--- src/psg_pkg.sv ---
// shared types, constants and tables for the three-voice sound generator
// no dependencies
`default_nettype none
package psg_pkg;

  localparam logic [1:0] CMD_WRITE   = 2'd0;
  localparam logic [1:0] CMD_READ    = 2'd1;
  localparam logic [1:0] CMD_ADVANCE = 2'd2;

  localparam logic [2:0] MODE_MONO = 3'd6;

  localparam logic [3:0] REG_MIXER   = 4'd7;
  localparam logic [3:0] REG_ENV_LO  = 4'd11;
  localparam logic [3:0] REG_ENV_HI  = 4'd12;
  localparam logic [3:0] REG_SHAPE   = 4'd13;
  localparam logic [3:0] REG_PORT_A  = 4'd14;
  localparam logic [3:0] REG_PORT_B  = 4'd15;

  localparam logic [15:0] FAST_LIMIT = 16'h0060;

  // controller to datapath
  typedef struct packed {
    logic load;     // capture input item, do bus part
    logic step;     // one internal step
    logic sub;      // subtract elapsed from phase
    logic mix;      // compute mix into output register
  } psg_cmd_t;

  // datapath to controller
  typedef struct packed {
    logic phase_neg;
    logic adv;
  } psg_stat_t;

  function automatic logic [7:0] reg_mask(input logic [3:0] r);
    case (r)
      4'd1, 4'd3, 4'd5, 4'd13: reg_mask = 8'h0f;
      4'd6, 4'd8, 4'd9, 4'd10: reg_mask = 8'h1f;
      default: reg_mask = 8'hff;
    endcase
  endfunction

  function automatic logic [13:0] dac(input logic [4:0] v);
    case (v[4:1])
      4'd0: dac = 14'h0000;
      4'd1: dac = 14'h00D0;
      4'd2: dac = 14'h0130;
      4'd3: dac = 14'h01BC;
      4'd4: dac = 14'h0291;
      4'd5: dac = 14'h03C4;
      4'd6: dac = 14'h0544;
      4'd7: dac = 14'h089F;
      4'd8: dac = 14'h0A27;
      4'd9: dac = 14'h1053;
      4'd10: dac = 14'h16C8;
      4'd11: dac = 14'h1C96;
      4'd12: dac = 14'h2417;
      4'd13: dac = 14'h2D54;
      4'd14: dac = 14'h35E8;
      default: dac = 14'h3FFF;
    endcase
  endfunction

endpackage
`default_nettype wire

--- src/psg_ctrl.sv ---
// controller state machine: sequences bus items, advance steps and mixing
// depends on psg_pkg
`default_nettype none
module psg_ctrl (
  input  wire logic clk,
  input  wire logic rst,
  input  wire logic in_valid,
  output logic in_ready,
  output logic out_valid,
  input  wire logic out_ready,
  input  wire logic frozen,
  output psg_pkg::psg_cmd_t cmd,
  input  wire psg_pkg::psg_stat_t stat
);
  import psg_pkg::*;

  localparam logic [2:0] S_IDLE = 3'd0;
  localparam logic [2:0] S_SUB  = 3'd1;
  localparam logic [2:0] S_LOOP = 3'd2;
  localparam logic [2:0] S_MIX  = 3'd3;
  localparam logic [2:0] S_OUT  = 3'd4;

  logic [2:0] state, state_next;
  logic acc;

  assign acc = in_valid && in_ready;
  assign in_ready = (state == S_IDLE) && !out_valid;

  always_comb begin
    state_next = state;
    cmd = '0;
    case (state)
      S_IDLE: begin
        if (acc) begin
          cmd.load = 1'b1;
          state_next = S_SUB;
        end
      end
      S_SUB: begin
        if (stat.adv && !frozen) begin
          cmd.sub = 1'b1;
          state_next = S_LOOP;
        end else begin
          state_next = S_MIX;
        end
      end
      S_LOOP: begin
        if (stat.phase_neg) cmd.step = 1'b1;
        else state_next = S_MIX;
      end
      S_MIX: begin
        cmd.mix = 1'b1;
        state_next = S_OUT;
      end
      S_OUT: state_next = S_IDLE;
      default: state_next = S_IDLE;
    endcase
  end

  always_ff @(posedge clk) begin
    if (rst) begin
      state <= S_IDLE;
      out_valid <= 1'b0;
    end else begin
      state <= state_next;
      if (cmd.mix) out_valid <= 1'b1;
      else if (out_ready) out_valid <= 1'b0;
    end
  end
endmodule
`default_nettype wire

--- src/psg_dp.sv ---
// datapath: register file, tone/noise/envelope generators and stereo mixer
// depends on psg_pkg
`default_nettype none
module psg_dp (
  input  wire logic clk,
  input  wire logic rst,
  input  wire psg_pkg::psg_cmd_t cmd,
  output psg_pkg::psg_stat_t stat,
  input  wire logic [15:0] tick_period,
  input  wire logic [2:0] stereo_mode,
  input  wire logic [1:0] command,
  input  wire logic port_select,
  input  wire logic [7:0] value,
  input  wire logic [15:0] elapsed,
  output logic [7:0] read_data,
  output logic [14:0] left_sample,
  output logic [14:0] right_sample
);
  import psg_pkg::*;

  logic [3:0] sel;
  logic [7:0] regs [16];
  logic signed [17:0] phase;
  logic [15:0] el;
  logic [15:0] tper [3];
  logic [15:0] tcnt [3];
  logic [2:0] tlev;
  logic [9:0] nper, ncnt;
  logic [16:0] nsh;
  logic nlev;
  logic [19:0] eper, ecnt;
  logic signed [6:0] evol;
  logic signed [1:0] edir;
  logic [3:0] eshape;
  logic [4:0] vvol [3];
  logic [2:0] venv, tdis, ndis;
  logic adv;

  assign stat.phase_neg = phase[17];
  assign stat.adv = adv;

  logic [15:0] tcnt_inc [3];
  logic [9:0] ncnt_inc;
  logic [19:0] ecnt_inc;
  logic fb;
  logic signed [6:0] ev1, ev_n;
  logic signed [1:0] ed_n;
  logic [11:0] tp_raw;
  logic [15:0] ep_raw;
  logic [3:0] r;
  logic [7:0] rd_n;

  logic [14:0] vo [3];
  logic [14:0] lef, cen, rig;
  logic [16:0] sum3;
  logic [33:0] prod3;
  logic [14:0] avg;
  logic [13:0] env_lvl;

  assign r = sel;
  assign fb = ~(nsh[13] ^ nsh[16]);
  assign ev1 = evol + 7'(edir);
  assign env_lvl = dac(evol[4:0]);

  always_comb begin
    ev_n = ev1;
    ed_n = edir;
    if (ev1 < 0 || ev1 > 31) begin
      if (eshape[3]) begin
        if (eshape[0]) begin
          ev_n = evol;
          ed_n = 2'sd0;
          if (eshape[1]) ev_n = evol ^ 7'sd31;
        end else if (eshape[1]) begin
          ed_n = -edir;
          ev_n = ev1 - 7'(edir);
        end else begin
          ev_n = (ev1 < 0) ? 7'sd31 : 7'sd0;
        end
      end else begin
        ev_n = 7'sd0;
        ed_n = 2'sd0;
      end
    end
  end

  always_comb begin
    for (int i = 0; i < 3; i++) tcnt_inc[i] = tcnt[i] + 16'd1;
    ncnt_inc = ncnt + 10'd1;
    ecnt_inc = ecnt + 20'd1;
    if (r[0]) tp_raw = {value[3:0], regs[{r[3:1], 1'b0}]};
    else tp_raw = {regs[{r[3:1], 1'b1}][3:0], value};
    if (r == REG_ENV_LO) ep_raw = {regs[REG_ENV_HI], value};
    else ep_raw = {value, regs[REG_ENV_LO]};
    if (r == REG_PORT_A) rd_n = regs[REG_MIXER][6] ? 8'hff : regs[REG_PORT_A];
    else if (r == REG_PORT_B) rd_n = regs[REG_MIXER][7] ? 8'hff : regs[REG_PORT_B];
    else rd_n = regs[r] & reg_mask(r);
  end

  always_ff @(posedge clk) begin
    if (rst) begin
      sel <= '0;
      for (int i = 0; i < 16; i++) regs[i] <= '0;
      phase <= '0;
      for (int i = 0; i < 3; i++) begin
        tper[i] <= '0;
        tcnt[i] <= '0;
        vvol[i] <= '0;
      end
      tlev <= '0; nper <= 10'd1; ncnt <= '0; nsh <= 17'h0ffff; nlev <= 1'b0;
      eper <= '0; ecnt <= '0; evol <= '0; edir <= '0; eshape <= '0;
      venv <= '0; tdis <= '0; ndis <= '0; adv <= 1'b0; read_data <= 8'hff;
    end else begin
      if (cmd.load) begin
        el <= elapsed;
        adv <= (command == CMD_ADVANCE);
        read_data <= (command == CMD_READ && port_select) ? rd_n : 8'hff;
        if (command == CMD_WRITE) begin
          if (port_select) sel <= value[3:0];
          else begin
            if (r != REG_PORT_A && r != REG_PORT_B) regs[r] <= value;
            case (r)
              4'd0, 4'd1, 4'd2, 4'd3, 4'd4, 4'd5:
                tper[r[2:1]] <= {((tp_raw == 12'd0) ? 12'd1 : tp_raw), 4'h0};
              4'd6: nper <= {((value[4:0] == 5'd0) ? 5'd1 : value[4:0]), 5'd0};
              REG_MIXER: begin
                tdis <= value[2:0];
                ndis <= value[5:3];
              end
              4'd8, 4'd9, 4'd10: begin
                vvol[r[1:0]] <= {value[3:0], 1'b1};
                venv[r[1:0]] <= value[4];
              end
              REG_ENV_LO, REG_ENV_HI:
                eper <= {((ep_raw == 16'd0) ? 16'd1 : ep_raw), 4'h0};
              REG_SHAPE: begin
                eshape <= value[3:0];
                ecnt <= '0;
                evol <= value[2] ? 7'sd0 : 7'sd31;
                edir <= value[2] ? 2'sd1 : -2'sd1;
              end
              REG_PORT_A: if (regs[REG_MIXER][6]) regs[REG_PORT_A] <= value;
              REG_PORT_B: if (regs[REG_MIXER][7]) regs[REG_PORT_B] <= value;
              default: ;
            endcase
          end
        end
      end
      if (cmd.sub) phase <= phase - $signed({2'b00, el});
      if (cmd.step) begin
        phase <= phase + $signed({2'b00, tick_period});
        for (int i = 0; i < 3; i++) begin
          if (tcnt_inc[i] >= tper[i]) begin
            tcnt[i] <= '0;
            tlev[i] <= ~tlev[i];
          end else tcnt[i] <= tcnt_inc[i];
        end
        if (ncnt_inc >= nper) begin
          ncnt <= '0;
          nsh <= {nsh[15:0], fb};
          nlev <= nsh[15];
        end else ncnt <= ncnt_inc;
        if (ecnt_inc >= eper) begin
          ecnt <= '0;
          evol <= ev_n;
          edir <= ed_n;
        end else ecnt <= ecnt_inc;
      end
      if (cmd.mix) begin
        left_sample <= lef + {1'b0, cen[14:1]};
        right_sample <= rig + {1'b0, cen[14:1]};
      end
    end
  end

  always_comb begin
    for (int i = 0; i < 3; i++) begin
      logic m, f;
      m = (tdis[i] | tlev[i]) & (ndis[i] | nlev);
      f = tper[i] < FAST_LIMIT;
      vo[i] = '0;
      if (venv[i]) begin
        if (m) vo[i] = f ? {2'b0, env_lvl[13:1]} : {1'b0, env_lvl};
      end else if (f || m) vo[i] = {1'b0, dac(vvol[i])};
    end
    sum3 = {2'b0, vo[0]} + {2'b0, vo[1]} + {2'b0, vo[2]};
    prod3 = 34'(sum3) * 34'd43691;
    avg = prod3[31:17];
    case (stereo_mode)
      3'd0: begin lef = vo[0]; cen = vo[1]; rig = vo[2]; end
      3'd1: begin lef = vo[0]; cen = vo[2]; rig = vo[1]; end
      3'd2: begin lef = vo[1]; cen = vo[0]; rig = vo[2]; end
      3'd3: begin lef = vo[1]; cen = vo[2]; rig = vo[0]; end
      3'd4: begin lef = vo[2]; cen = vo[0]; rig = vo[1]; end
      3'd5: begin lef = vo[2]; cen = vo[1]; rig = vo[0]; end
      default: begin lef = avg; cen = avg; rig = avg; end
    endcase
  end
endmodule
`default_nettype wire

--- src/psg_three_voice_sound_generator_top.sv ---
// three-voice sound generator: bus write/read and time advance commands,
// one result transaction per input transaction carrying read byte and
// stereo mix. input and output use valid/ready; tick_period and
// stereo_mode come through a write port (index 0 and 1).
// a bus write or read passes through S_SUB and S_MIX from acceptance to output valid.
// an advance passes through S_SUB, then S_LOOP running one internal step per
// tick_period boundary crossed, then S_MIX; with
// tick_period zero it skips S_LOOP like a bus item.
// one transaction is in flight at a time; the next is accepted the cycle
// after the result is taken.
// while the receiver stalls the result holds.
// reset clears most registers (not the elapsed latch or the samples);
// stereo_mode becomes mono (6), noise shift register is loaded with 0xffff.
// depends on psg_pkg, psg_ctrl, psg_dp
`default_nettype none
module psg_three_voice_sound_generator_top (
  input  wire logic clk,
  input  wire logic rst,
  input  wire logic cfg_we,
  input  wire logic cfg_index,
  input  wire logic [15:0] cfg_data,
  input  wire logic in_valid,
  output logic in_ready,
  input  wire logic [1:0] command,
  input  wire logic port_select,
  input  wire logic [7:0] value,
  input  wire logic [15:0] elapsed,
  output logic out_valid,
  input  wire logic out_ready,
  output logic [7:0] read_data,
  output logic [14:0] left_sample,
  output logic [14:0] right_sample
);
  import psg_pkg::*;

  logic [15:0] tick_period;
  logic [2:0] stereo_mode;
  psg_cmd_t cmd;
  psg_stat_t stat;

  always_ff @(posedge clk) begin
    if (rst) begin
      tick_period <= '0;
      stereo_mode <= MODE_MONO;
    end else if (cfg_we) begin
      if (cfg_index) stereo_mode <= cfg_data[2:0];
      else tick_period <= cfg_data;
    end
  end

  psg_ctrl u_ctrl (
    .clk, .rst, .in_valid, .in_ready, .out_valid, .out_ready,
    .frozen(tick_period == 16'd0), .cmd, .stat
  );

  psg_dp u_dp (
    .clk, .rst, .cmd, .stat, .tick_period, .stereo_mode,
    .command, .port_select, .value, .elapsed,
    .read_data, .left_sample, .right_sample
  );
endmodule
`default_nettype wire
--- config.mk ---
export PLATFORM = sky130hd
export DESIGN_NAME = psg_three_voice_sound_generator_top
export DESIGN_NICKNAME = d
export VERILOG_FILES = /design/src/psg_pkg.sv /design/src/psg_ctrl.sv /design/src/psg_dp.sv /design/src/psg_three_voice_sound_generator_top.sv
export SDC_FILE = /design/constraint.sdc
export NUM_CORES = 1
export LEC_CHECK = 0
export ABC_AREA = 1
export BUFFER_PORTS_ARGS = -buffer_cell sky130_fd_sc_hd__buf_4
export CAP_MARGIN = 15
export CORE_ASPECT_RATIO = 2
export CORE_MARGIN = 5
export CORE_UTILIZATION = 58
export CTS_CLUSTER_DIAMETER = 120
export DETAILED_ROUTE_END_ITERATION = 8
export GPL_TIMING_DRIVEN = 1
export MAX_ROUTING_LAYER = met4
export PLACE_DENSITY_LB_ADDON = 0.2
export SYNTH_ARGS = -nofsm -noshare
export SYNTH_HDL_FRONTEND = slang
export SYNTH_SLANG_ARGS = --single-unit
--- constraint.sdc ---
create_clock -name clk -period 10 [get_ports clk]
set_clock_uncertainty 0.2 [all_clocks]
set_input_delay 1 -clock clk [delete_from_list [all_inputs] [get_ports clk]]
set_output_delay 1 -clock clk [all_outputs]
set_load 0.02 [all_outputs]
==> reports/metrics.csv, run 1 <==
stage;metric;value;unit
die;# rows;124;
outcome;failing checks;negative setup slack;
synthesis;syn nets;4819;
critical_path;CP peak stage delay;0.56;ns
layout;commonest non-fill, non-tap cell in the layout;nand2_1;
grt;largest net degree at the start of global routing;90;
routing;post-route ant nets;0;
grt;GR Util met2;0.671;
synthesis;Mean Syn Cell Area;7.67;sq um
min_path;type of the tightest min-delay check;register to register;
clock_network;CTS Hold Bufs;0;
synthesis;main area contributors after synthesis;edfxtp_1, ha_1, dfxtp_1, nand2_1, inv_1;
routing;Routed WL;116000;um
routing;Initial DRC Count;2435;
critical_path;CP endpoint kind;register;
timing;Tcrit/Tclk final;1.03;
routing;first-pass detailed-route iteration total;6;
timing;Pins Over Slew Limit;0;
layout;fin util;0.737;
synthesis;Yosys cell types;62;
synthesis;Post-synth top flop;edfxtp_1;
outcome;status;finished with violations;
timing;Tightest Pin Transition;1.10;ns
timing;RSZ-0062 raised after global routing;true;
grt;GR Util met3;0.0386;
critical_path;Crit path required time;10.12;ns
timing;min Tclk post-route;10.33;ns
critical_path;CP startpoint kind;register;
layout;area of the multi-input gates;21200;sq um
routing;routed via count;33015;
synthesis;Seq/Total Area, Yosys;0.343;
die;die area;63100;sq um
layout;Fill cells;4458;
timing;max_slew headroom;0.257;
critical_path;crit-path most repeated cell;buf_4;
critical_path;Crit Path Max Fanout;5;
placed_design;port bufs;88;
power;Switching Power;1.44;mW
clock_network;Clock Latency Late Sink;0.57;ns
synthesis;Post-synth EDFFs;270;
grt;first-pass GRT wire length;170000;um
die;initial core utilization;0.586;
critical_path;Setup CP Type;register to register;
power;switch share;0.304;
critical_path;Worst path slowest cell;fa_1;
layout;most frequent cells in the layout;nand2_1, inv_1, buf_4;
power;combinational cell fraction of total power;0.231;
clock_network;Max Root-Sink Buffers;3;
synthesis;biggest area consumer among synthesized cells;edfxtp_1;
synthesis;post-synthesis async set-or-reset flop share;0;
grt;vias in the first global route;32854;
timing;Min Hold Slack;0.245;ns
critical_path;Worst EP arrival;10.45;ns
routing;Post-route DRC;0;
power;static leakage;19.6;nW
die;Die X;180;um
layout;layout cells sized above 1;0.218;
timing;Fmax achieved;96.8;MHz
synthesis;yosys warns;0;
power;P_int;3.29;mW
clock_network;CTS root buffer;clkbuf_16;
run;# Max-Cap Violations;0;
power;sequential share of power;0.437;
power;Clk pwr share;0.331;
grt;initial antenna violation count;1;
layout;Finished Cell Area;42200;sq um
clock_network;CTS tree;yes;
routing;routed len/inst;20.5;um
power;total chip power;4.73;mW
grt;grt peak-use layer;met2;
timing;final hold vios;0;
synthesis;Yosys reg bits;440;
grt;total grt overflow;0;
layout;fin nets;5319;
clock_network;H-Tree Depth;2;
die;core footprint;57200;sq um
routing;Via density;5.83;
layout;register area;11500;sq um
placed_design;GPL Wtd Cong;1.10;
layout;area grow syn2layout;25.6;%
grt;gr usage total;0.352;
timing;final setup margin;-0.329;ns
grt;M1 GR Usage;0.298;
placed_design;DP Area;38100;sq um
die;# IOs;89;
clock_network;CTS Sinks;440;
synthesis;post-synth design cell area;33600;sq um
die;die height;350;um
placed_design;hpwl dp;86700;um
power;cell area power density;112;nW/um^2
synthesis;top cell type's share of synthesized area;0.242;
clock_network;Worst-path clk slew;0.06;ns
synthesis;synthesized netlist cell count;4376;
power;Worst IR Drop VDD;0.000164;V
timing;Setup Viol. Count Final;17;
clock_network;Num CTS Buffers;40;
[registers in the layout, summed over array words and instances (netlist names), 8 cells and up, named ones only]
register and cells:
u_dp.env_lvl 14, u_dp.ncnt 10, u_dp.nsh 16, u_dp.regs 128
u_dp.vvol 12, u_dp.tper 36, u_dp.read_data 8, u_dp.el 16
u_dp.left_sample 15, tick_period 16, u_dp.right_sample 15, u_dp.eper 16
u_dp.ecnt 20, u_dp.tcnt 48, u_dp.phase 18
[timing repair]
item	4_1_cts	5_1_grt
setup buffers	15	54
hold endpoints to repair	0	0
endpoints found under the setup margin	28	28
resized for setup	101	382
cloned	0	1
pin swaps	35	175
[final timing paths]
kind	start	endpoint	slack [ns]	cells past startpoint
max	u_dp.vvol[1][1]$_DFFE_PP_	u_dp.right_sample[11]$_DFFE_PP_	-0.33	56
min	u_dp.tdis[2]$_SDFFE_PP0P_	u_dp.tdis[2]$_SDFFE_PP0P_	0.25	2
max reg2reg	u_dp.vvol[1][1]$_DFFE_PP_	u_dp.right_sample[11]$_DFFE_PP_	-0.33	56
min reg2reg	u_dp.tdis[2]$_SDFFE_PP0P_	u_dp.tdis[2]$_SDFFE_PP0P_	0.25	2
[power by group through the flow]
stage | registers, mW | clock network, mW | logic (mW)
2_1_floorplan | 2.10 | 0 | 0.525
3_3_place_gp | 2.10 | 0 | 0.901
3_5_place_dp | 2.11 | 0 | 0.911
4_1_cts | 2.07 | 1.58 | 0.942
5_1_grt | 2.08 | 1.65 | 1.18
6_report | 2.07 | 1.57 | 1.09
[per-stage QoR]
| step | cells | worst slack [ns] | TNS (ns) |
|---|---|---|---|
| 5_1_grt | 5664 | -0.752 | -11.52 |
| 3_5_place_dp | 5525 | -1.02 | -18.60 |
| 6_report | 5664 | -0.329 | -3.14 |
| 4_1_cts | 5613 | -0.277 | -2.40 |
| 2_1_floorplan | 4376 | 0.0203 | 0 |
| 3_3_place_gp | 5524 | -0.862 | -15.44 |
[routing by layer]
metal | up-vias | part of all wire | wire length (um)
met1 | 15355 | 0.30 | 35400
met2 | 1412 | 0.53 | 61400
li1 | 15592 | - | -
met3 | 656 | 0.051 | 5940
met4 | 0 | 0.12 | 13500
met5 | - | 0 | 0
[cells in the mapped netlist, drive strengths merged, types with 7 or more instances]
cell	number
o31ai	11
a21oi	339
mux2i	7
nand2	745
nand4	43
or2	22
o21bai	11
nor2	570
nor4	19
o22ai	21
buf	16
dfxtp	170
ha	306
clkinv	8
inv	641
a31oi	26
xor2	96
o221ai	9
a21o	13
a211oi	20
nand3	225
clkbuf	132
o21ai	362
nor3	40
fa	88
edfxtp	270
xnor2	33
o211ai	78
[final cells by class]
| cell class | instances | area share |
|---|---|---|
| clock buffer | 50 | 0.0266 |
| clock inverter | 23 | 0.00466 |
| antenna | 1 | 0.0000593 |
| sequential | 440 | 0.273 |
| tap | 756 | 0.0224 |
| inverter | 649 | 0.0582 |
| multi-input combinational | 3139 | 0.504 |
| timing repair buffer | 606 | 0.111 |
[cell families (layout without fill, tap and decap cells)]
kind of cell,Yosys count,in the layout,share of synthesized area
AO/OA/AOI/OAI,932,932,0.156
XOR/XNOR,129,129,0.0337
adder cells (fa/ha/maj),394,394,0.167
buffers and inverters,797,1328,0.0901
flip-flops,440,440,0.343
multiplexers,7,7,0.00209
other,0,1,0
AND/OR/NAND/NOR,1677,1677,0.208
[worst max-delay path: cells and delay by family (launching register included)]
kind	cells	cell delay (ns)
compound gates	11	1.79
xor+xnor	4	0.80
fa+ha+maj	10	3.60
buf+inv	18	2.03
flops	1	0.42
simple gates	13	1.27
Note: power is estimated with default switching activity, not from simulation.
==> inputs of run 2 (changes only) <==
--- a/config.mk
+++ b/config.mk
@@ -15,7 +15,7 @@
 export DETAILED_ROUTE_END_ITERATION = 8
 export GPL_TIMING_DRIVEN = 1
 export MAX_ROUTING_LAYER = met4
-export PLACE_DENSITY_LB_ADDON = 0.2
+export PLACE_DENSITY = 0.78
 export SYNTH_ARGS = -nofsm -noshare
 export SYNTH_HDL_FRONTEND = slang
 export SYNTH_SLANG_ARGS = --single-unit
==> run 2 against run 1 <==
Compared with the run above:
- the run still ends with negative setup slack left
- cell count about the same
- combinational power about the same
- die area unchanged
- sequential cell count is the same
- count of clock-buffer cells in the layout is 1 lower
- cell area up 0.17%
- largest cell class unchanged
==> reports/metrics.csv, run 2 (synthesis results as in run 1) <==
stage;metric;value;unit;change
timing;Tightest Pin Transition;1.11;ns;was 1.10 ns
layout;fin nets;5318;;was 5319
grt;initial antenna violation count;2;;was 1
grt;gr usage total;0.353;;was 0.352
clock_network;Num CTS Buffers;40;;unchanged
timing;Pins Over Slew Limit;0;;unchanged
placed_design;port bufs;88;;unchanged
timing;RSZ-0062 raised after global routing;true;;unchanged
placed_design;DP Area;38000;sq um;was 38100 sq um
layout;Top reg by flops;u_dp.regs;;unchanged
min_path;WHS Path Cells;2;;unchanged
critical_path;CP endpoint kind;register;;unchanged
die;Die X;180;um;unchanged
clock_network;CTS Sinks;440;;unchanged
power;cell area power density;111;nW/um^2;was 112 nW/um^2
layout;Finished Cell Area;42200;sq um;about the same
timing;max_slew headroom;0.251;;was 0.257
min_path;type of the tightest min-delay check;register to register;;unchanged
critical_path;Crit path required time;10.10;ns;was 10.12 ns
critical_path;r2r setup slk;-0.66;ns;was -0.33 ns
layout;layout cells sized above 1;0.224;;was 0.218
routing;routed via count;33859;;was 33015
layout;register area;11500;sq um;unchanged
timing;Fin Setup TNS;-8.49;ns;was -3.14 ns
routing;routed len/inst;21.1;um;was 20.5 um
critical_path;RR Startpoint;u_dp.vvol[1][1]$_DFFE_PP_;;unchanged
layout;Fill cells;4260;;was 4458
critical_path;Worst path slowest cell;fa_1;;unchanged
die;die height;350;um;unchanged
die;initial core utilization;0.586;;unchanged
layout;area grow syn2layout;25.8;%;was 25.6%
min_path;Hold Path End;u_dp.ndis[2]$_SDFFE_PP0P_;;was u_dp.tdis[2]$_SDFFE_PP0P_
clock_network;Worst-path clk slew;0.06;ns;about the same
timing;final hold vios;0;;unchanged
critical_path;Setup CP Type;register to register;;unchanged
timing;Fmax achieved;93.8;MHz;was 96.8 MHz
routing;Routed WL;119000;um;was 116000 um
clock_network;CTS tree;yes;;unchanged
critical_path;CP Launch Point;u_dp.vvol[1][1]$_DFFE_PP_;;unchanged
layout;max FFs per register;128;;unchanged
routing;Via density;5.98;;was 5.83
critical_path;worst reg2reg endpoint;u_dp.left_sample[14]$_DFFE_PP_;;was u_dp.right_sample[11]$_DFFE_PP_
critical_path;FF-to-FF path depth;58;;was 56
layout;most frequent cells in the layout;nand2_1, inv_1, buf_4;;unchanged
die;die area;63100;sq um;unchanged
routing;Initial DRC Count;2906;;was 2435
outcome;failing checks;negative setup slack;;unchanged
clock_network;Max Root-Sink Buffers;3;;unchanged
min_path;worst hold start;u_dp.ndis[2]$_SDFFE_PP0P_;;was u_dp.tdis[2]$_SDFFE_PP0P_
timing;final setup margin;-0.656;ns;was -0.329 ns
timing;Min Hold Slack;0.253;ns;was 0.245 ns
placed_design;hpwl dp;86000;um;was 86700 um
timing;min Tclk post-route;10.66;ns;was 10.33 ns
clock_network;H-Tree Depth;2;;unchanged
layout;area of the multi-input gates;21400;sq um;was 21200 sq um
run;# Max-Cap Violations;0;;unchanged
routing;Post-route DRC;0;;unchanged
routing;post-route ant nets;0;;unchanged
routing;first-pass detailed-route iteration total;7;;was 6
power;static leakage;19.6;nW;about the same
critical_path;Worst EP arrival;10.76;ns;was 10.45 ns
grt;GR Util met2;0.655;;was 0.671
grt;total grt overflow;0;;unchanged
die;# rows;124;;unchanged
clock_network;Clock Latency Late Sink;0.57;ns;about the same
timing;Setup Viol. Count Final;23;;was 17
grt;GR Util met3;0.0437;;was 0.0386
grt;first-pass GRT wire length;172000;um;was 170000 um
outcome;status;finished with violations;;unchanged
die;core footprint;57200;sq um;unchanged
grt;M1 GR Usage;0.304;;was 0.298
layout;fin util;0.738;;was 0.737
critical_path;CP peak stage delay;0.77;ns;was 0.56 ns
layout;commonest non-fill, non-tap cell in the layout;nand2_1;;unchanged
critical_path;Crit Path Max Fanout;4;;was 5
layout;Largest regs;u_dp.regs: 128 flops, u_dp.tcnt: 48 flops, u_dp.tper: 36 flops;;unchanged
grt;vias in the first global route;33618;;was 32854
power;Worst IR Drop VDD;0.000166;V;was 0.000164 V
die;# IOs;89;;unchanged
timing;Tcrit/Tclk final;1.07;;was 1.03
critical_path;crit-path most repeated cell;buf_4;;unchanged
grt;grt peak-use layer;met2;;unchanged
clock_network;CTS root buffer;clkbuf_16;;unchanged
grt;largest net degree at the start of global routing;90;;unchanged
critical_path;CP startpoint kind;register;;unchanged
placed_design;GPL Wtd Cong;1.05;;was 1.10
run 2: cell count changes in the layout (fill, tap and decap cells not counted), moves of 8 or more:
| cell | change |
|---|---|
| a21oi_1 | -12 |
| inv_1 | -17 |
| o21ai_2 | -8 |
| inv_2 | +20 |
| nand2_1 | -8 |
| a21oi_4 | +8 |
run 2: routing by layer:
| layer | wire length [um] | vias up |
|---|---|---|
| met5 | 0 | - |
| met4 | 14600 | 0 |
| met3 | 7390 | 873 |
| met2 | 61000 | 1740 |
| met1 | 36300 | 15661 |
| li1 | - | 15585 |
run 2: critical path: cells and delay by family, from the launching register on:
| kind | cells | cell delay, ns |
|---|---|---|
| buffers and inverters | 23 | 2.74 |
| AO/OA/AOI/OAI | 7 | 1.05 |
| XOR/XNOR | 2 | 0.49 |
| AND/OR/NAND/NOR | 16 | 1.73 |
| flip-flops | 1 | 0.42 |
| adder cells (fa/ha/maj) | 10 | 3.73 |
run 2: final cells by class:
cell class	instances	area share
Clock inverter	22	0.00290
Inverter	649	0.0579
Timing Repair Buffer	605	0.111
Multi-Input combinational cell	3139	0.507
Clock buffer	49	0.0262
Sequential cell	440	0.273
Antenna cell	2	0.000118
Tap cell	756	0.0224
run 2: how the worst max path moves through the flow:
stage	end	depth (start not counted)
5_1_grt	u_dp.left_sample[14]$_DFFE_PP_	56
3_5_place_dp	u_dp.left_sample[12]$_DFFE_PP_	53
4_1_cts	u_dp.left_sample[12]$_DFFE_PP_	52
3_3_place_gp	u_dp.left_sample[11]$_DFFE_PP_	52
2_1_floorplan	u_dp.left_sample[12]$_DFFE_PP_	55
6_report	u_dp.left_sample[14]$_DFFE_PP_	58
run 2: through the flow:
step                      setup WS [ns]  power, mW  cells
after floorplan                  0.0203       2.63   4376
after global placement           -0.576       3.00   5515
after detailed placement         -0.796       3.01   5515
after CTS                       -0.0147       4.53   5622
after global routing             -0.938       4.86   5662
final                            -0.656       4.69   5662
run 2: where the power goes:
group,switching (mW),internal [mW]
logic,0.686,0.435
clock network,0.705,0.793
registers,0.0605,2.01
total,1.45,3.24
run 2: repair_timing:
item	4_1_cts	5_1_grt
endpoints found under the setup margin	28	27
hold buffers	0	0
gates resized for setup	181	349
gates cloned	0	0
pin swaps	98	163
buffers inserted	36	42
